[config.mk]
export PLATFORM = sky130hd
export DESIGN_NAME = rle_lookahead_encoder_unit
export DESIGN_NICKNAME = d
export VERILOG_FILES = /design/src/rlela_pkg.sv /design/src/rlela_front.sv /design/src/rlela_fifo.sv /design/src/rlela_back.sv /design/src/rle_lookahead_encoder_unit.sv
export SDC_FILE = /design/constraint.sdc
export NUM_CORES = 1
export LEC_CHECK = 0
export BUFFER_PORTS_ARGS = -buffer_cell sky130_fd_sc_hd__clkbuf_2
export CORE_ASPECT_RATIO = 0.75
export CORE_MARGIN = 3
export CORE_UTILIZATION = 25
export CTS_BUF_LIST = sky130_fd_sc_hd__clkbuf_8
export DETAILED_ROUTE_END_ITERATION = 10
export PLACE_DENSITY_LB_ADDON = 0.08
export SYNTH_ARGS = -nofsm -noshare
export SYNTH_HDL_FRONTEND = slang
export SYNTH_SLANG_ARGS = --single-unit
[constraint.sdc]
create_clock -name clk_i -period 14.8 [get_ports clk_i]
set_input_delay 0.74 -clock clk_i [delete_from_list [all_inputs] [get_ports clk_i]]
set_output_delay 0.74 -clock clk_i [all_outputs]
set_load 0.1 [all_outputs]
[src/rlela_pkg.sv]
`timescale 1ns / 1ps
`default_nettype none

package rlela_pkg;

  // Coding limits.
  localparam int unsigned MAX_RUN    = 256;
  localparam int unsigned COUNT_BITS = 32;
  localparam int unsigned RUN_MIN    = 5;
  localparam int unsigned LIT_MAX    = 4;
  localparam int unsigned WIN_DEPTH  = LIT_MAX + RUN_MIN;
  localparam int unsigned CMD_BYTES  = LIT_MAX + 1;

  // Derived widths.
  localparam int unsigned FILL_W     = $clog2(WIN_DEPTH + 1);
  localparam int unsigned RUN_W      = $clog2(MAX_RUN + 1);
  localparam int unsigned LEN_W      = $clog2(CMD_BYTES + 1);
  localparam int unsigned OUT_TOT_W  = COUNT_BITS + 1;
  localparam int unsigned OUT_SUM_W  = OUT_TOT_W + 1;

  // Command queue between front and back.
  localparam int unsigned FIFO_DEPTH = 4;
  localparam int unsigned PTR_W      = $clog2(FIFO_DEPTH);
  localparam int unsigned CNT_W      = $clog2(FIFO_DEPTH + 1);

  typedef struct packed {
    logic [7:0] data_byte;
    logic       last_in;
  } in_req_t;

  typedef struct packed {
    logic [7:0] out_byte;
    logic       out_last;
    logic       expanded;
  } out_rsp_t;

  // One coding decision: up to five bytes to send, lowest index first.
  typedef struct packed {
    logic [CMD_BYTES-1:0][7:0] bytes;
    logic [LEN_W-1:0]          len;
    logic                      last;
    logic                      expanded;
  } cmd_t;

endpackage

`default_nettype wire

[src/rlela_front.sv]
`timescale 1ns / 1ps
`default_nettype none

module rlela_front (
  input  logic               clk_i,
  input  logic               rst_ni,
  input  logic               in_valid_i,
  output logic               in_ready_o,
  input  rlela_pkg::in_req_t in_req_i,
  output logic               cmd_valid_o,
  input  logic               cmd_ready_i,
  output rlela_pkg::cmd_t    cmd_o
);
  import rlela_pkg::*;

  logic [WIN_DEPTH-1:0][7:0] win_q, win_d;
  logic [FILL_W-1:0]         fill_q, fill_d;
  logic [RUN_W-1:0]          rl_q, rl_d;
  logic [7:0]                sym_q, sym_d;
  logic [COUNT_BITS-1:0]     in_tot_q, in_tot_d;
  logic [OUT_TOT_W-1:0]      out_tot_q, out_tot_d;
  logic                      flush_q, flush_d;

  logic                      dec_active;
  logic                      accept;
  logic                      lead_ok;
  logic [FILL_W-1:0]         lead;
  logic [LIT_MAX:1]          lit_hit;
  logic [FILL_W-1:0]         lit_k;
  logic                      is_run;
  logic [FILL_W-1:0]         drop_n;
  logic [WIN_DEPTH-1:0][7:0] win_drop;
  logic [FILL_W-1:0]         fill_drop;
  logic                      run_close;
  logic [RUN_W-1:0]          rl_inc;
  logic [COUNT_BITS-1:0]     in_tot_inc;
  logic [OUT_SUM_W-1:0]      out_sum;
  logic [OUT_TOT_W-1:0]      out_tot_new;
  logic                      stream_end;

  // A decision is pending when the window is full with no open run, or while flushing.
  assign dec_active = flush_q || ((rl_q == '0) && (fill_q >= FILL_W'(WIN_DEPTH)));
  assign in_ready_o = !dec_active && cmd_ready_i;
  assign accept     = in_valid_i && in_ready_o;

  // Count the bytes equal to the head of the window.
  always_comb begin
    lead    = FILL_W'(1);
    lead_ok = 1'b1;
    for (int i = 1; i < WIN_DEPTH; i++) begin
      if (lead_ok && (FILL_W'(i) < fill_q) && (i < MAX_RUN) && (win_q[i] == win_q[0])) begin
        lead = FILL_W'(i + 1);
      end else begin
        lead_ok = 1'b0;
      end
    end
  end

  // Literal group of k bytes qualifies when a run of five starts right after it.
  always_comb begin
    for (int k = 1; k <= LIT_MAX; k++) begin
      lit_hit[k] = (FILL_W'(k + RUN_MIN - 1) < fill_q);
      for (int j = 1; j < RUN_MIN; j++) begin
        if (win_q[k + j] != win_q[k]) begin
          lit_hit[k] = 1'b0;
        end
      end
    end
  end

  // Longest qualifying group wins; otherwise take up to four bytes.
  always_comb begin
    lit_k = (fill_q < FILL_W'(LIT_MAX)) ? fill_q : FILL_W'(LIT_MAX);
    for (int k = 1; k <= LIT_MAX; k++) begin
      if (lit_hit[k]) begin
        lit_k = FILL_W'(k);
      end
    end
  end

  assign is_run    = (lead >= FILL_W'(RUN_MIN));
  assign drop_n    = is_run ? lead : lit_k;
  assign fill_drop = fill_q - drop_n;
  assign run_close = (fill_drop != '0) || (RUN_W'(lead) >= RUN_W'(MAX_RUN)) || flush_q;

  // Window with the decided bytes removed from the front.
  always_comb begin
    win_drop = '0;
    for (int i = 0; i < WIN_DEPTH; i++) begin
      for (int s = 0; s <= WIN_DEPTH; s++) begin
        if ((drop_n == FILL_W'(s)) && (i + s < WIN_DEPTH)) begin
          win_drop[i] = win_q[i + s];
        end
      end
    end
  end

  assign rl_inc     = rl_q + 1'b1;
  assign in_tot_inc = (&in_tot_q) ? in_tot_q : in_tot_q + 1'b1;

  // Stream state update and command generation.
  always_comb begin
    win_d       = win_q;
    fill_d      = fill_q;
    rl_d        = rl_q;
    sym_d       = sym_q;
    in_tot_d    = in_tot_q;
    out_tot_d   = out_tot_q;
    flush_d     = flush_q;
    cmd_valid_o = 1'b0;
    cmd_o       = '0;
    stream_end  = 1'b0;

    if (accept) begin
      in_tot_d = in_tot_inc;
      if ((rl_q != '0) && (in_req_i.data_byte == sym_q)) begin
        // The byte extends the open run.
        if ((rl_inc >= RUN_W'(MAX_RUN)) || in_req_i.last_in) begin
          cmd_valid_o    = 1'b1;
          cmd_o.bytes[0] = 8'(rl_inc - 1'b1);
          cmd_o.bytes[1] = sym_q;
          cmd_o.len      = LEN_W'(2);
          rl_d           = '0;
        end else begin
          rl_d = rl_inc;
        end
      end else begin
        if (rl_q != '0) begin
          // A different byte closes the open run.
          cmd_valid_o    = 1'b1;
          cmd_o.bytes[0] = 8'(rl_q - 1'b1);
          cmd_o.bytes[1] = sym_q;
          cmd_o.len      = LEN_W'(2);
          rl_d           = '0;
        end
        for (int i = 0; i < WIN_DEPTH; i++) begin
          if (fill_q == FILL_W'(i)) begin
            win_d[i] = in_req_i.data_byte;
          end
        end
        fill_d = fill_q + 1'b1;
      end
      if (in_req_i.last_in) begin
        if (fill_d == '0) begin
          stream_end = 1'b1;
        end else begin
          flush_d = 1'b1;
        end
      end
    end else if (dec_active && cmd_ready_i) begin
      win_d  = win_drop;
      fill_d = fill_drop;
      if (is_run) begin
        if (run_close) begin
          cmd_valid_o    = 1'b1;
          cmd_o.bytes[0] = 8'(lead - 1'b1);
          cmd_o.bytes[1] = win_q[0];
          cmd_o.len      = LEN_W'(2);
        end else begin
          // The run reaches the end of the window and stays open.
          rl_d  = RUN_W'(lead);
          sym_d = win_q[0];
        end
      end else begin
        cmd_valid_o    = 1'b1;
        cmd_o.bytes[0] = 8'(lit_k - 1'b1);
        for (int j = 1; j <= LIT_MAX; j++) begin
          if (FILL_W'(j) <= lit_k) begin
            cmd_o.bytes[j] = win_q[j - 1];
          end
        end
        cmd_o.len = LEN_W'(lit_k + 1'b1);
      end
      if (flush_q && (fill_drop == '0)) begin
        stream_end = 1'b1;
      end
    end

    // Saturating count of encoded bytes.
    out_sum     = {1'b0, out_tot_q} + OUT_SUM_W'(cmd_o.len);
    out_tot_new = out_sum[OUT_TOT_W] ? '1 : out_sum[OUT_TOT_W-1:0];
    if (cmd_valid_o) begin
      out_tot_d = out_tot_new;
    end

    // The final command carries the size flag, and the stream starts over.
    if (stream_end) begin
      cmd_o.last     = 1'b1;
      cmd_o.expanded = (out_tot_new >= {1'b0, in_tot_d});
      win_d          = '0;
      fill_d         = '0;
      rl_d           = '0;
      sym_d          = '0;
      in_tot_d       = '0;
      out_tot_d      = '0;
      flush_d        = 1'b0;
    end
  end

  // State registers.
  always_ff @(posedge clk_i or negedge rst_ni) begin
    if (!rst_ni) begin
      win_q     <= '0;
      fill_q    <= '0;
      rl_q      <= '0;
      sym_q     <= '0;
      in_tot_q  <= '0;
      out_tot_q <= '0;
      flush_q   <= 1'b0;
    end else begin
      win_q     <= win_d;
      fill_q    <= fill_d;
      rl_q      <= rl_d;
      sym_q     <= sym_d;
      in_tot_q  <= in_tot_d;
      out_tot_q <= out_tot_d;
      flush_q   <= flush_d;
    end
  end

endmodule

`default_nettype wire

[src/rlela_fifo.sv]
`timescale 1ns / 1ps
`default_nettype none

module rlela_fifo (
  input  logic            clk_i,
  input  logic            rst_ni,
  input  logic            push_valid_i,
  output logic            push_ready_o,
  input  rlela_pkg::cmd_t push_data_i,
  output logic            pop_valid_o,
  input  logic            pop_ready_i,
  output rlela_pkg::cmd_t pop_data_o
);
  import rlela_pkg::*;

  cmd_t             mem_q [FIFO_DEPTH];
  logic [PTR_W-1:0] wr_ptr_q, wr_ptr_d;
  logic [PTR_W-1:0] rd_ptr_q, rd_ptr_d;
  logic [CNT_W-1:0] cnt_q, cnt_d;
  logic             do_push;
  logic             do_pop;

  assign push_ready_o = (cnt_q != CNT_W'(FIFO_DEPTH));
  assign pop_valid_o  = (cnt_q != '0);
  assign pop_data_o   = mem_q[rd_ptr_q];
  assign do_push      = push_valid_i && push_ready_o;
  assign do_pop       = pop_valid_o && pop_ready_i;

  // Pointer and occupancy update.
  always_comb begin
    wr_ptr_d = do_push ? wr_ptr_q + 1'b1 : wr_ptr_q;
    rd_ptr_d = do_pop ? rd_ptr_q + 1'b1 : rd_ptr_q;
    cnt_d    = cnt_q;
    if (do_push && !do_pop) begin
      cnt_d = cnt_q + 1'b1;
    end else if (!do_push && do_pop) begin
      cnt_d = cnt_q - 1'b1;
    end
  end

  always_ff @(posedge clk_i or negedge rst_ni) begin
    if (!rst_ni) begin
      wr_ptr_q <= '0;
      rd_ptr_q <= '0;
      cnt_q    <= '0;
    end else begin
      wr_ptr_q <= wr_ptr_d;
      rd_ptr_q <= rd_ptr_d;
      cnt_q    <= cnt_d;
    end
  end

  // Entry storage.
  always_ff @(posedge clk_i) begin
    if (do_push) begin
      mem_q[wr_ptr_q] <= push_data_i;
    end
  end

endmodule

`default_nettype wire

[src/rlela_back.sv]
`timescale 1ns / 1ps
`default_nettype none

module rlela_back (
  input  logic                clk_i,
  input  logic                rst_ni,
  input  logic                cmd_valid_i,
  output logic                cmd_ready_o,
  input  rlela_pkg::cmd_t     cmd_i,
  output logic                out_valid_o,
  input  logic                out_ready_i,
  output rlela_pkg::out_rsp_t out_rsp_o
);
  import rlela_pkg::*;

  logic [CMD_BYTES-1:0][7:0] bytes_q, bytes_d;
  logic [LEN_W-1:0]          rem_q, rem_d;
  logic                      last_q, last_d;
  logic                      exp_q, exp_d;
  logic                      out_valid_q, out_valid_d;
  out_rsp_t                  out_q, out_d;
  logic                      load;
  logic                      final_byte;

  // The output register takes a new byte when it is empty or being drained.
  assign load        = !out_valid_q || out_ready_i;
  assign cmd_ready_o = load && (rem_q == '0);
  assign final_byte  = (rem_q == LEN_W'(1));

  // Serialize the current command one byte per cycle while the receiver takes bytes.
  always_comb begin
    bytes_d     = bytes_q;
    rem_d       = rem_q;
    last_d      = last_q;
    exp_d       = exp_q;
    out_valid_d = out_valid_q;
    out_d       = out_q;
    if (load) begin
      if (rem_q != '0) begin
        out_d.out_byte = bytes_q[0];
        out_d.out_last = last_q && final_byte;
        out_d.expanded = exp_q && final_byte;
        bytes_d        = bytes_q >> 8;
        rem_d          = rem_q - 1'b1;
        out_valid_d    = 1'b1;
      end else if (cmd_valid_i) begin
        out_d.out_byte = cmd_i.bytes[0];
        out_d.out_last = cmd_i.last && (cmd_i.len == LEN_W'(1));
        out_d.expanded = cmd_i.expanded && (cmd_i.len == LEN_W'(1));
        bytes_d        = cmd_i.bytes >> 8;
        rem_d          = cmd_i.len - 1'b1;
        last_d         = cmd_i.last;
        exp_d          = cmd_i.expanded;
        out_valid_d    = 1'b1;
      end else begin
        out_valid_d = 1'b0;
      end
    end
  end

  always_ff @(posedge clk_i or negedge rst_ni) begin
    if (!rst_ni) begin
      rem_q       <= '0;
      out_valid_q <= 1'b0;
    end else begin
      rem_q       <= rem_d;
      out_valid_q <= out_valid_d;
    end
  end

  // Payload registers.
  always_ff @(posedge clk_i) begin
    bytes_q <= bytes_d;
    last_q  <= last_d;
    exp_q   <= exp_d;
    out_q   <= out_d;
  end

  assign out_valid_o = out_valid_q;
  assign out_rsp_o   = out_q;

endmodule

`default_nettype wire

[src/rle_lookahead_encoder_unit.sv]
// Byte run-length encoder with a nine-byte lookahead window.
// Input channel: one raw byte per request (in_valid_i / in_ready_o); last_in
// ends the buffer and flushes the window. Output channel: one encoded byte per
// request (out_valid_o / out_ready_i); out_last marks the final byte of the
// buffer and expanded then tells whether the encoding is not shorter than the input.
// Throughput: the front takes one byte per cycle while the window holds fewer
// than nine bytes and the queue has room; it takes no byte while a coding
// decision is made. The back sends one encoded byte per cycle while the
// receiver is ready, which bounds the sustained rate at the number of encoded bytes.
// Path: once the byte completing the window is accepted, the front decides and
// writes the command into the queue, and the back then loads its first byte into
// the output register; a command for a run closed by a different byte is written
// into the queue by the edge that accepts that byte and then takes the same path.
// The front and back are joined by a four-entry command queue; when the receiver
// stalls, the queue fills and the front then holds in_ready_o low.
// Reset is asynchronous: the window empties, all counters clear and no output
// is pending. After the final byte of a buffer the stream state starts over.
`timescale 1ns / 1ps
`default_nettype none

module rle_lookahead_encoder_unit (
  input  logic                clk_i,
  input  logic                rst_ni,
  input  logic                in_valid_i,
  output logic                in_ready_o,
  input  rlela_pkg::in_req_t  in_req_i,
  output logic                out_valid_o,
  input  logic                out_ready_i,
  output rlela_pkg::out_rsp_t out_rsp_o
);
  import rlela_pkg::*;

  logic cmd_push_valid;
  logic cmd_push_ready;
  cmd_t cmd_push;
  logic cmd_pop_valid;
  logic cmd_pop_ready;
  cmd_t cmd_pop;

  // Window, run tracking and coding decisions.
  rlela_front u_front (
    .clk_i       (clk_i),
    .rst_ni      (rst_ni),
    .in_valid_i  (in_valid_i),
    .in_ready_o  (in_ready_o),
    .in_req_i    (in_req_i),
    .cmd_valid_o (cmd_push_valid),
    .cmd_ready_i (cmd_push_ready),
    .cmd_o       (cmd_push)
  );

  // Command queue.
  rlela_fifo u_fifo (
    .clk_i        (clk_i),
    .rst_ni       (rst_ni),
    .push_valid_i (cmd_push_valid),
    .push_ready_o (cmd_push_ready),
    .push_data_i  (cmd_push),
    .pop_valid_o  (cmd_pop_valid),
    .pop_ready_i  (cmd_pop_ready),
    .pop_data_o   (cmd_pop)
  );

  // Byte serializer and output register.
  rlela_back u_back (
    .clk_i       (clk_i),
    .rst_ni      (rst_ni),
    .cmd_valid_i (cmd_pop_valid),
    .cmd_ready_o (cmd_pop_ready),
    .cmd_i       (cmd_pop),
    .out_valid_o (out_valid_o),
    .out_ready_i (out_ready_i),
    .out_rsp_o   (out_rsp_o)
  );

endmodule

`default_nettype wire
# Word level (Yosys, flattened, before mapping)
# Memory sizes are Yosys's and may differ from the RTL's.
# Index checks and enable logic that the tools add are counted.
[word_totals]
ff_bits = 214
memories = 1
inputBits = 13
output_inout_bits = 12
elab_cells = 357
ramBits = 180
[classes]
bitwise = 1
eq_ne = 68
n_reduce_logical = 72
n_lt_le_gt_ge = 17
mux = 153
addsub = 16
[mem_list]
columns = ["name", "words", "word_bits", "read_ports", "rd_ports_with_merged_regs", "write_ports", "line_no", "source"]
rows = [
  ["u_fifo.mem_q", 4, 45, 1, 0, 1, "rlela_fifo.sv:16", "cmd_t mem_q [FIFO_DEPTH];"],
]
[ops]
columns = ["cell", "count"]
rows = [
  ["2-to-1 mux 8 bit", 55],
  ["2-to-1 mux 72 bit", 4],
  ["2-to-1 mux 32 bit", 4],
  ["inequality test 8 bit", 16],
  ["2-to-1 mux 19 bit", 6],
  ["2-to-1 mux 33 bit", 3],
  ["equality test 8 bit", 9],
  ["2-to-1 mux 24 bit", 3],
  ["2-to-1 mux 4 bit", 18],
  ["2-to-1 mux 9 bit", 8],
  ["AND reduction 4 bit", 11],
  ["2-to-1 mux 1 bit", 43],
  ["2-to-1 mux 43 bit", 1],
  ["adder 33 x 3 -> 34 bit", 1],
  ["greater-or-equal comparator 33 x 32 -> 1 bit", 1],
  ["inequality test 3 bit (second input constant)", 11],
  ["adder 32 x 1 -> 32 bit (second input constant)", 1],
  ["equality test 4 x 3 -> 1 bit (second input constant)", 8],
  ["AND reduction 32 bit", 1],
  ["logical AND 1 bit", 30],
  ["2-to-1 mux 10 bit", 2],
  ["equality test 4 x 2 -> 1 bit (second input constant)", 4],
  ["zero test 4 bit", 4],
  ["< comparator 3 x 4 -> 1 bit (first input constant)", 4],
  ["47 further kinds", 79],
]

# Longest topological paths before layout
# Gate-level depths: netlist (run 1).
[depth]
ltp_word = 39
mapped_depth = 48
ltp_nobuf = 45

# Hierarchy
# From an unflattened synthesis (run 1), not the netlist that was laid out.
[hier_totals]
cells_unflattened = 2323
area_unflattened_um2 = 23875.4
[by_module_without_submodules]
columns = ["module", "seq_area_each_um2", "instances", "area_each_um2", "cells_per_inst"]
rows = [
  ["rlela_front", 3978.8, 1, 14796.7, 1857],
  ["rlela_fifo", 5580.4, 1, 6924.1, 270],
  ["rlela_back", 1421.4, 1, 2154.6, 196],
]

# Worst setup path after synthesis (run 1)
# Ideal clock, no wire load.
[synth_timing]
path_type = "register -> register"
from = "reg u_front.fill_q[1]"
to = "mem u_fifo.mem_q[0][0] (netlist bit), data pin"
t_arrival_ps = 8706
required_time_ps = 14536
synth_period_minus_slack_ps = 8970
setup_ps = 264
path_stages_with_launch = 48
path_buffers = 6
slack_ps = 5830
path_cell_list = "dfrtp_1 clkbuf_1 inv_1 ha_1 and2_4 or3_1 buf_2 a2111oi_0 nand2_1 nand2_1 inv_1 ha_1 nand2b_1 nand4_1 nor3_1 clkbuf_1 a21oi_1 buf_2 (+12 left out) a21oi_1 nor4_1 nand2b_1 nor2_1 nand2_1 clkbuf_1 nand2_1 ha_1 a21o_1 a21oi_1 nor2b_1 o21ai_0 nand2b_1 a21oi_1 o21ai_0 a221oi_1 nor2_1 o21a_1"
[synth_lines]
columns = ["element", "line_no", "source"]
rows = [
  ["start, declared", "rlela_front.sv:17", "logic [FILL_W-1:0] fill_q, fill_d;"],
  ["start signal, assigned", "rlela_front.sv:212", "fill_q <= fill_d;"],
  ["end, declared", "rlela_fifo.sv:16", ""],
]

==> results.txt, run 1 <==
endpoints failing hold: 0
Area after DPL: 24,870 um2
gr usage total: 18.81%
final std cells w/o fill: 3,587
Sum Neg Setup Slack: 0 ns
Seq/Total Area, Yosys: 46.96%
xor/xnor cell area share of the yosys netlist: 5.806%
Leakage: 10.01 nW
area leader, netlist: edfxtp_1
via count: 18,960
fillers: 9,489
First-pass DRT Iterations: 6
Rel. slew slack: 13.71%
crit end category: flop
synth cell count leaders: 310 x nand2_1, 224 x edfxtp_1, 189 x nor2_1, 170 x dfrtp_1, 115 x clkbuf_1
Design Area, Final: 26,470 um2
Compound-Gate Fraction of Synth Area: 13.81%
max_cap viols: 0
CTS tree: done
fin crit share: 81.55%
largest cells by area after synthesis: edfxtp_1 29%, dfrtp_1 18%, nand2_1 5.0%
share of flip-flops with an asynchronous set or reset: 43.15%
FF-to-FF Start: u_front.fill_q[1]
Clock Root Buffer: clkbuf_8
status: complete, no violations
DR iter-0 viols: 1,794
CTS H-tree depth: 3
first-pass GRT wire length: 135,300 um
Finished Core Util: 28.74%
Post-synth EDFFs: 224
post-layout min period: 12.07 ns
Peak Freq: 0.08285 GHz
Starting Density: 25.38%
CTS max path bufs: 3
CTS sink count: 394
Worst Path Required: 15.21 ns
top_reg_cell synth: edfxtp_1
slew of the pin with the lowest slew margin: 1.287 ns
syn nets: 2,389
die height: 270.9 um
Antenna Violating Nets Remaining: 0
NumNets Final: 2,378
Worst Skew: 0.03903 ns
reg2reg end: u_fifo.mem_q[2][0]
#FFs+latches synth: 394
number of global-route vias before repair: 18,640
Avg WL per Cell: 25.87 um
total grt overflow: 0
CP Class: flop to flop
r2r setup slk: 2.73 ns
Peak supply drop: 212.9 uV
Avg Inst Size Synth: 10.11 um2
endpoints failing setup: 0
placed cell count: 3,448
Worst-Skew Late Latency: 0.71 ns
largest family of logic cells by synthesized area: simple AND/OR/NAND/NOR gates
Sequential cell area: 10,990 um2
initial antenna violation count: 3
DRT Wirelength: 92,780 um
simple-gate area share of the yosys netlist: 18.16%
CP startpoint: u_front.fill_q[1]
count leader, synth: nand2_1
Post-route DRC: 0
mux contribution to synthesized area: 7.764%
Core Area: 92,130 um2
CP max FO: 35
number of port buffers: 24
Multi-input gate area: 11,520 um2
CP peak stage delay: 0.96 ns
YS warnings: 0
post-synthesis adder-cell area fraction: 3.521%
CP arrival: 12.48 ns
Via density: 5.284
Synth cell types: 87
num rows: 96
Mapped Cells: 2,312
Die X-Extent: 359.1 um
GP Congestion: 0.9119
RSZ-0062 raised after global routing: false
post-cts resize count: 0
Clk pin slew, worst setup/hold paths: 0.06 ns
I/O pin total: 25
family with the most delay on the worst path: simple AND/OR/NAND/NOR gates
WHS: 0.3709 ns
Synth top area share: 28.77%
crit start category: flop
die footprint: 97,280 um2
share of post-route cells with drive strength above 1: 14.16%
Post-Synthesis Cell Area: 23,380 um2
class of the worst hold path: input pin to flop
FF-to-FF path depth: 47
CP bufs+invs: 7
largest net degree at the start of global routing: 77
pwr dens: 264.2 nW/um2
Final Max Slew Viols: 0
Post-DP HPWL: 62,630 um
Setup crit end: u_fifo.mem_q[2][0]
Crit. path cell count: 47
cts bufs inserted: 75
CP max-delay cell: a2111oi_0
Syn-to-layout area delta: 13.22%
[worst min path at each step]
stage,start,end,slack (ns),cells past startpoint
6_report,in_req_i[0],u_front.flush_q,0.37,3
5_1_grt,in_req_i[1],u_front.win_q[64],0.35,2
3_3_place_gp,u_fifo.cnt_q[2],u_fifo.cnt_q[2],0.49,1
4_1_cts,in_req_i[0],u_front.flush_q,0.29,3
3_5_place_dp,u_fifo.cnt_q[2],u_fifo.cnt_q[2],0.49,1
2_1_floorplan,rst_ni,u_back.out_valid_o,0.44,0
[power breakdown]
group | internal [W] | total [W] | switching, W | leakage [nW]
Sequential | 0.00178 | 0.00221 | 0.000432 | 4.28
Combinational | 0.00124 | 0.00361 | 0.00237 | 4.82
Clock | 0.000639 | 0.00117 | 0.000527 | 0.909
[worst min-delay path, stage by stage]
cell,delay (ns)
clkbuf_2,0.14
a21oi_1,0.08
nor2_1,0.08
[layout by cell type (no fill, tap or decap), types with 72 or more instances in the layout]
| cell | n |
|---|---|
| nand2_1 | 310 |
| a21oi_1 | 102 |
| nor2_1 | 188 |
| o21ai_0 | 74 |
| dfrtp_1 | 168 |
| nor3_1 | 75 |
| buf_4 | 72 |
| clkbuf_8 | 86 |
| edfxtp_1 | 224 |
| xnor2_1 | 81 |
| xor2_1 | 74 |
[logic make-up (layout without fill, tap and decap cells)]
kind of cell,count (synthesis),in the layout
AOI/OAI and AO/OA,462,462
xor gates and xnor gates,155,155
adders and majority gates,64,64
buffers and inverters,228,275
DFF,394,394
muxes,120,120
other,0,3
and+or+nand+nor,889,889
[metrics by stage]
step	total power [W]	setup WS (ns)
after global placement	0.005843	3.190
final	0.006994	2.730
after detailed placement	0.005852	2.874
after floorplan	0.004526	5.830
after CTS	0.007054	2.797
after global routing	0.007493	1.634
[state kept, by name (all words and copies together), names as in the netlist, 2 cells and up]
register / flops
u_back.rem_q: 3
u_fifo.rd_ptr_q: 2
u_fifo.cnt_q: 3
u_front.fill_q: 4
u_front.out_tot_q: 33
u_fifo.mem_q: 180
u_front.win_q: 72
u_back.out_rsp_o: 10
u_front.sym_q: 8
u_back.bytes_q: 32
u_front.rl_q: 9
u_front.in_tot_q: 32
u_fifo.wr_ptr_q: 2
[layout make-up]
class / count / share of cell area [%]
multi-input cells: 1690 / 43.52
flip-flops and latches: 394 / 41.50
well taps: 1225 / 5.790
clock buffers: 85 / 4.419
repair buffers: 97 / 2.566
clock inverters: 50 / 1.574
inverters: 43 / 0.6097
diodes: 3 / 0.02836
[per-layer routing]
metal | track usage, % | part of all wire (%)
met5 | 0 | 0
met4 | 5.763 | 2.8
met3 | 3.934 | 7.0
met2 | 26.35 | 41
met1 | 28.57 | 50
[repair_timing]
action / CTS / global route
endpoints found under the hold margin: 31 / 0
hold buffers: 1 / 0
setup buffers: 0 / 0
Power figures use the tool's default switching activity.
==> run 2: changes to the inputs <==
- ABC_AREA: default -> 1
- clock period: 14.8 -> 10.5 ns (I/O delays scaled with it)
==> results.txt, run 2 <==
status: complete, no violations (unchanged)
endpoints failing hold: 0 (unchanged)
Sw Share: 55.93% (was 47.64%)
P_int: 0.004857 W (was 0.003662 W)
GP Congestion: 0.9879 (was 0.9119)
via count: 24,700 (was 18,960)
worst slack at placement: 0.4681 ns (was 2.874 ns)
Area after DPL: 27,300 um2 (was 24,870 um2)
Clk pin slew, worst setup/hold paths: 0.07 ns (was 0.06 ns)
Core Area: 101,700 um2 (was 92,130 um2)
WHS: 0.08439 ns (was 0.3709 ns)
initial antenna violation count: 14 (was 3)
crit end category: flop (unchanged)
cts bufs inserted: 77 (was 75)
commonest non-fill, non-tap cells in the layout: 887 x nand2_1, 554 x nor2_1, 314 x o21ai_0 (was 310 x nand2_1, 224 x edfxtp_1, 188 x nor2_1)
CP arrival: 9.91 ns (was 12.48 ns)
count leader, synth: nand2_1 (unchanged)
class of the worst hold path: input pin to flop (unchanged)
area leader, netlist: edfxtp_1 (unchanged)
P_sw: 0.006163 W (was 0.003332 W)
CTS sink count: 394 (unchanged)
Via density: 5.092 (was 5.284)
Post-DP HPWL: 85,140 um (was 62,630 um)
YS warnings: 0 (unchanged)
Largest regs: u_fifo.mem_q: 180 flops, u_front.win_q: 72 flops, u_front.out_tot_q: 33 flops (unchanged)
slew of the pin with the lowest slew margin: 1.277 ns (was 1.287 ns)
setup bufs post-CTS: 0 (unchanged)
Synth cell types: 60 (was 87)
Design Area, Final: 28,830 um2 (was 26,470 um2)
number of port buffers: 24 (unchanged)
share of flip-flops with an asynchronous set or reset: 43.15% (unchanged)
DRT Wirelength: 121,300 um (was 92,780 um)
CP max-delay cell: dfrtp_1 (was a2111oi_0)
CP peak stage delay: 0.77 ns (was 0.96 ns)
crit start category: flop (unchanged)
commonest non-fill, non-tap cell in the layout: nand2_1 (unchanged)
Worst-Skew Late Latency: 0.73 ns (was 0.71 ns)
gr usage total: 22.16% (was 18.81%)
Starting Density: 25.34% (was 25.38%)
syn nets: 3,529 (was 2,389)
Mapped Cells: 3,452 (was 2,312)
final setup margin: 1.052 ns (was 2.730 ns)
CP Class: flop to flop (unchanged)
post-layout min period: 9.448 ns (was 12.07 ns)
Peak Freq: 0.1058 GHz (was 0.08285 GHz)
fillers: 11,180 (was 9,489)
Comb pwr share: 59.4% (was 51.7%)
endpoints failing setup: 0 (unchanged)
num rows: 101 (was 96)
placed cell count: 4,704 (was 3,448)
Worst Skew: 0.04723 ns (was 0.03903 ns)
Largest Register: u_fifo.mem_q (unchanged)
die footprint: 107,000 um2 (was 97,280 um2)
share of post-route cells with drive strength above 1: 8.979% (was 14.16%)
Crit path top cell by count: nand2_1
total grt overflow: 0 (unchanged)
Post-synth EDFFs: 224 (unchanged)
synth cell count leaders: 888 x nand2_1, 559 x nor2_1, 315 x o21ai_0, 224 x edfxtp_1, 201 x nand3_1 (was 310 x nand2_1, 224 x edfxtp_1, 189 x nor2_1, 170 x dfrtp_1, 115 x clkbuf_1)
#FFs+latches synth: 394 (unchanged)
Synth top area share: 26.10% (was 28.77%)
I/O pin total: 25 (unchanged)
Seq/Total Area, Yosys: 42.60% (was 46.96%)
Syn-to-layout area delta: 11.86% (was 13.22%)
DR iter-0 viols: 2,536 (was 1,794)
First-pass DRT Iterations: 6 (unchanged)
Post-route DRC: 0 (unchanged)
NumNets Final: 3,522 (was 2,378)
Sum Neg Setup Slack: 0 ns (unchanged)
final std cells w/o fill: 4,851 (was 3,587)
largest net degree at the start of global routing: 109 (was 77)
Final Max Slew Viols: 0 (unchanged)
CTS tree: done (unchanged)
Reg power frac: 26.4% (was 31.7%)
Die X-Extent: 376.8 um (was 359.1 um)
max reg flops: 180 (unchanged)
top_reg_cell synth: edfxtp_1 (unchanged)
Rel. slew slack: 14.64% (was 13.71%)
first-pass GRT wire length: 173,400 um (was 135,300 um)
Clk network pwr share: 14.2% (was 16.7%)
fin crit share: 89.98% (was 81.55%)
Leakage: 12.39 nW (was 10.01 nW)
max_cap viols: 0 (unchanged)
Worst Path Required: 10.96 ns (was 15.21 ns)
number of global-route vias before repair: 23,200 (was 18,640)
Avg Inst Size Synth: 7.467 um2 (was 10.11 um2)
CTS H-tree depth: 3 (unchanged)
CP max FO: 10 (was 35)
largest cells by area after synthesis: edfxtp_1 26%, dfrtp_1 17%, nand2_1 13% (was edfxtp_1 29%, dfrtp_1 18%, nand2_1 5.0%)
Avg WL per Cell: 25.00 um (was 25.87 um)
Post-Synthesis Cell Area: 25,770 um2 (was 23,380 um2)
CTS max path bufs: 3 (unchanged)
pwr dens: 382.2 nW/um2 (was 264.2 nW/um2)
Clock Root Buffer: clkbuf_8 (unchanged)
Antenna Violating Nets Remaining: 0 (unchanged)
Peak supply drop: 381.4 uV (was 212.9 uV)
RSZ-0062 raised after global routing: false (unchanged)
die height: 284.1 um (was 270.9 um)
run 2: final cells by class:
cell class,count,area [um2],share of cell area [%]
multi-input cells,2640,13090,45.38
flip-flops and latches,394,10990,38.11
well taps,1339,1675,5.811
clock buffers,87,1197,4.153
inverters,234,878.3,3.046
repair buffers,98,699.4,2.426
clock inverters,55,299.0,1.037
diodes,4,10.01,0.03472
run 2: logic make-up after synthesis:
kind of cell | after synthesis | synth area share, %
buf+inv | 418 | 6.884
compound gates | 567 | 11.91
flops | 394 | 42.60
simple gates | 1866 | 30.50
xor+xnor | 140 | 4.786
mux | 3 | 0.1214
fa+ha+maj | 64 | 3.194
run 2: routing by layer:
| metal | up-vias | part of all wire [%] | global-route usage, % |
|---|---|---|---|
| li1 | 11490 | - | - |
| met1 | 12010 | 50 | 34.54 |
| met2 | 978 | 39 | 29.69 |
| met3 | 218 | 8.1 | 5.224 |
| met4 | 0 | 2.9 | 6.168 |
| met5 | - | 0 | 0 |
run 2: worst max-delay path: cells and delay by family (launching register included):
family                     cells  cell delay (ns)
and+or+nand+nor               35             5.13
DFF                            1             0.77
xor gates and xnor gates       1             0.17
buffers and inverters          8             0.81
AOI/OAI and AO/OA              4             1.29
adders and majority gates      4             0.98
run 2: through the flow:
step / util [%] / total power, W
finish: 28.34 / 0.01102
global route: 28.34 / 0.01176
CTS: 28.32 / 0.01099
detailed placement: 26.84 / 0.009372
global placement: 26.84 / 0.009488
floorplan: - / 0.006741
run 2: worst paths after layout:
check	start	endpoint	slack (ns)	depth (start not counted)
setup / recovery	u_front.win_q[16]	u_fifo.mem_q[0][0]	1.05	52
hold / removal	in_req_i[8]	u_front.win_q[71]	0.08	3
setup reg to reg	u_front.win_q[16]	u_fifo.mem_q[0][0]	1.05	52
hold reg to reg	u_front.out_tot_q[6]	u_front.out_tot_q[6]	0.48	2
max in group asynchronous	rst_ni	u_front.rl_q[2]	8.90	3
min in group asynchronous	rst_ni	u_front.in_tot_q[30]	0.34	2
run 2: power by group through the flow:
stage               Combinational (W)  Sequential [W]  Clock, W
finish                        0.00655         0.00291   0.00156
global route                  0.00710         0.00296   0.00169
CTS                           0.00647         0.00290   0.00162
detailed placement            0.00645         0.00292         0
global placement              0.00656         0.00293         0
floorplan                     0.00395         0.00279         0
run 2: timing repair:
action                                 in CTS  in global routing
endpoints found under the hold margin      62                  0
gates resized for setup                     0                  4
hold buffers                                1                  0
setup endpoints to repair                   0                  4
==> run 3: changes to the inputs <==
- ABC_AREA: 1 -> 0
- CORE_MARGIN: 3 -> 5
- PLACE_DENSITY: default -> 0.46
- PLACE_DENSITY_LB_ADDON: 0.08 -> default
==> results.txt, run 3 (synthesis gave the netlist of run 1 again) <==
First-pass DRT Iterations: 6 (unchanged)
FF-to-FF Start: u_front.win_q[4] (was u_front.win_q[16])
Syn-to-layout area delta: 13.54% (was 11.86%)
Final Max Slew Viols: 0 (unchanged)
die height: 274.9 um (was 284.1 um)
initial antenna violation count: 2 (was 14)
Peak supply drop: 232.9 uV (was 381.4 uV)
FF-to-FF path depth: 44 (was 52)
fin crit share: 92.00% (was 89.98%)
CP peak stage delay: 0.67 ns (was 0.77 ns)
GP Congestion: 1.009 (was 0.9879)
r2r setup slk: 0.84 ns (was 1.05 ns)
CTS sink count: 394 (unchanged)
CP Class: flop to flop (unchanged)
placed cell count: 3,485 (was 4,704)
Clk pin slew, worst setup/hold paths: 0.07 ns (about the same)
CP arrival: 10.09 ns (was 9.91 ns)
WHS: 0.1897 ns (was 0.08439 ns)
Peak Freq: 0.1035 GHz (was 0.1058 GHz)
Crit. path cell count: 44 (was 52)
reg2reg end: u_fifo.mem_q[3][0] (was u_fifo.mem_q[0][0])
endpoints failing setup: 0 (unchanged)
num rows: 97 (was 101)
DR iter-0 viols: 2,080 (was 2,536)
hold path depth: 3 (unchanged)
max_cap viols: 0 (unchanged)
Largest regs: u_fifo.mem_q: 180 flops, u_front.win_q: 72 flops, u_front.out_tot_q: 33 flops (unchanged)
status: complete, no violations (unchanged)
fillers: 9,652 (was 11,180)
Design Area, Final: 26,550 um2 (was 28,830 um2)
Setup crit end: u_fifo.mem_q[3][0] (was u_fifo.mem_q[0][0])
DRT Wirelength: 86,310 um (was 121,300 um)
Worst Skew: 0.05380 ns (was 0.04723 ns)
endpoints failing hold: 0 (unchanged)
total power: 0.009640 W (was 0.01102 W)
family with the most delay on the worst path: simple AND/OR/NAND/NOR gates (unchanged)
setup bufs post-CTS: 0 (unchanged)
total grt overflow: 0 (unchanged)
I/O pin total: 25 (unchanged)
commonest non-fill, non-tap cells in the layout: 309 x nand2_1, 224 x edfxtp_1, 189 x nor2_1 (was 887 x nand2_1, 554 x nor2_1, 314 x o21ai_0)
Die X-Extent: 363.1 um (was 376.8 um)
post-layout min period: 9.660 ns (was 9.448 ns)
Via density: 5.294 (was 5.092)
class of the worst hold path: input pin to flop (unchanged)
commonest non-fill, non-tap cell in the layout: nand2_1 (unchanged)
gr usage total: 17.00% (was 22.16%)
final std cells w/o fill: 3,618 (was 4,851)
Starting Density: 25.12% (was 25.34%)
Antenna Violating Nets Remaining: 0 (unchanged)
number of global-route vias before repair: 18,690 (was 23,200)
die footprint: 99,810 um2 (was 107,000 um2)
Clock Root Buffer: clkbuf_8 (unchanged)
NumNets Final: 2,399 (was 3,522)
first-pass GRT wire length: 127,900 um (was 173,400 um)
Post-DP HPWL: 60,030 um (was 85,140 um)
via count: 19,150 (was 24,700)
pwr dens: 363.1 nW/um2 (was 382.2 nW/um2)
Largest Register: u_fifo.mem_q (unchanged)
Post-route DRC: 0 (unchanged)
Worst-Skew Late Latency: 0.70 ns (was 0.73 ns)
cts bufs inserted: 71 (was 77)
number of port buffers: 24 (unchanged)
CP bufs+invs: 4 (was 8)
Leakage: 10.04 nW (was 12.39 nW)
crit start category: flop (unchanged)
Worst Path Required: 10.93 ns (was 10.96 ns)
share of post-route cells with drive strength above 1: 14.96% (was 8.979%)
CTS H-tree depth: 3 (unchanged)
Rel. slew slack: 5.688% (was 14.64%)
Avg WL per Cell: 23.86 um (was 25.00 um)
CP max-delay cell: dfrtp_1 (unchanged)
Core Area: 93,090 um2 (was 101,700 um2)
Area after DPL: 25,060 um2 (was 27,300 um2)
largest net degree at the start of global routing: 72 (was 109)
CP startpoint: u_front.win_q[4] (was u_front.win_q[16])
CTS max path bufs: 3 (unchanged)
crit end category: flop (unchanged)
Finished Core Util: 28.52% (was 28.34%)
max reg flops: 180 (unchanged)
CTS tree: done (unchanged)
CP max FO: 17 (was 10)
slew of the pin with the lowest slew margin: 1.409 ns (was 1.277 ns)
## run 3: cell count changes in the layout (fill, tap and decap cells not counted), moves of 42 or more
cell      previous run  this run
mux4_2               0        45
nand2_1            887       309
inv_2               45         3
a221oi_1             0        42
inv_1              213        60
nor2_1             554       189
o21ai_0            314        74
o21ai_1             53         2
nand3_1            201        62
a22o_1               2        44
## run 3: layer usage
layer  global-route usage (%)  up-vias  wire length [um]
met1                    25.38     9558             40920
met4                    4.537        2              2370
met2                    23.99      888             34950
li1                         -     8531                 -
met5                        0        -                11
met3                    4.674      173              8059
## run 3: worst min path at each step
stage / start / endpoint
after detailed placement: u_back.bytes_q[13] / u_back.bytes_q[5]
after global routing: in_req_i[0] / u_front.flush_q
final: in_req_i[0] / u_front.flush_q
after global placement: u_fifo.cnt_q[2] / u_fifo.cnt_q[2]
after floorplan: rst_ni / u_back.out_valid_o
after CTS: in_req_i[0] / u_front.flush_q
## run 3: metrics by stage
stage | setup slack, ns | setup TNS (ns)
detailed placement | 0.2295 | 0
global placement | 0.4849 | 0
finish | 0.8395 | 0
global route | -0.0009592 | -0.0009592
CTS | 0.1931 | 0
floorplan | 1.530 | 0
## run 3: layout make-up
cell class	count	area (um2)	share of cell area, %
Tap cell	1237	1548	5.830
Inverter	43	161.4	0.6079
Clock inverter	52	366.6	1.381
Timing Repair Buffer	122	867.1	3.266
Sequential cell	394	10990	41.38
Clock buffer	79	1087	4.095
Antenna cell	1	2.502	0.009426
Multi-Input combinational cell	1690	11530	43.43
## run 3: report_power, final
group          internal [W]  total, W  leakage, nW  switching (W)
Sequential          0.00251   0.00302         4.28       0.000510
Clock              0.000783   0.00149        0.812       0.000709
Combinational       0.00179   0.00513         4.95        0.00333
Total               0.00509   0.00964         10.0        0.00455
## run 3: worst min-delay path: stages
cell and delay, ns:
clkbuf_2 0.16, a21oi_1 0.08, nor2_1 0.08
## run 3: timing repair
action,4_1_cts,5_1_grt
gates resized for setup,0,5
endpoints found under the setup margin,0,4
hold buffers,1,0
hold endpoints to repair,64,0
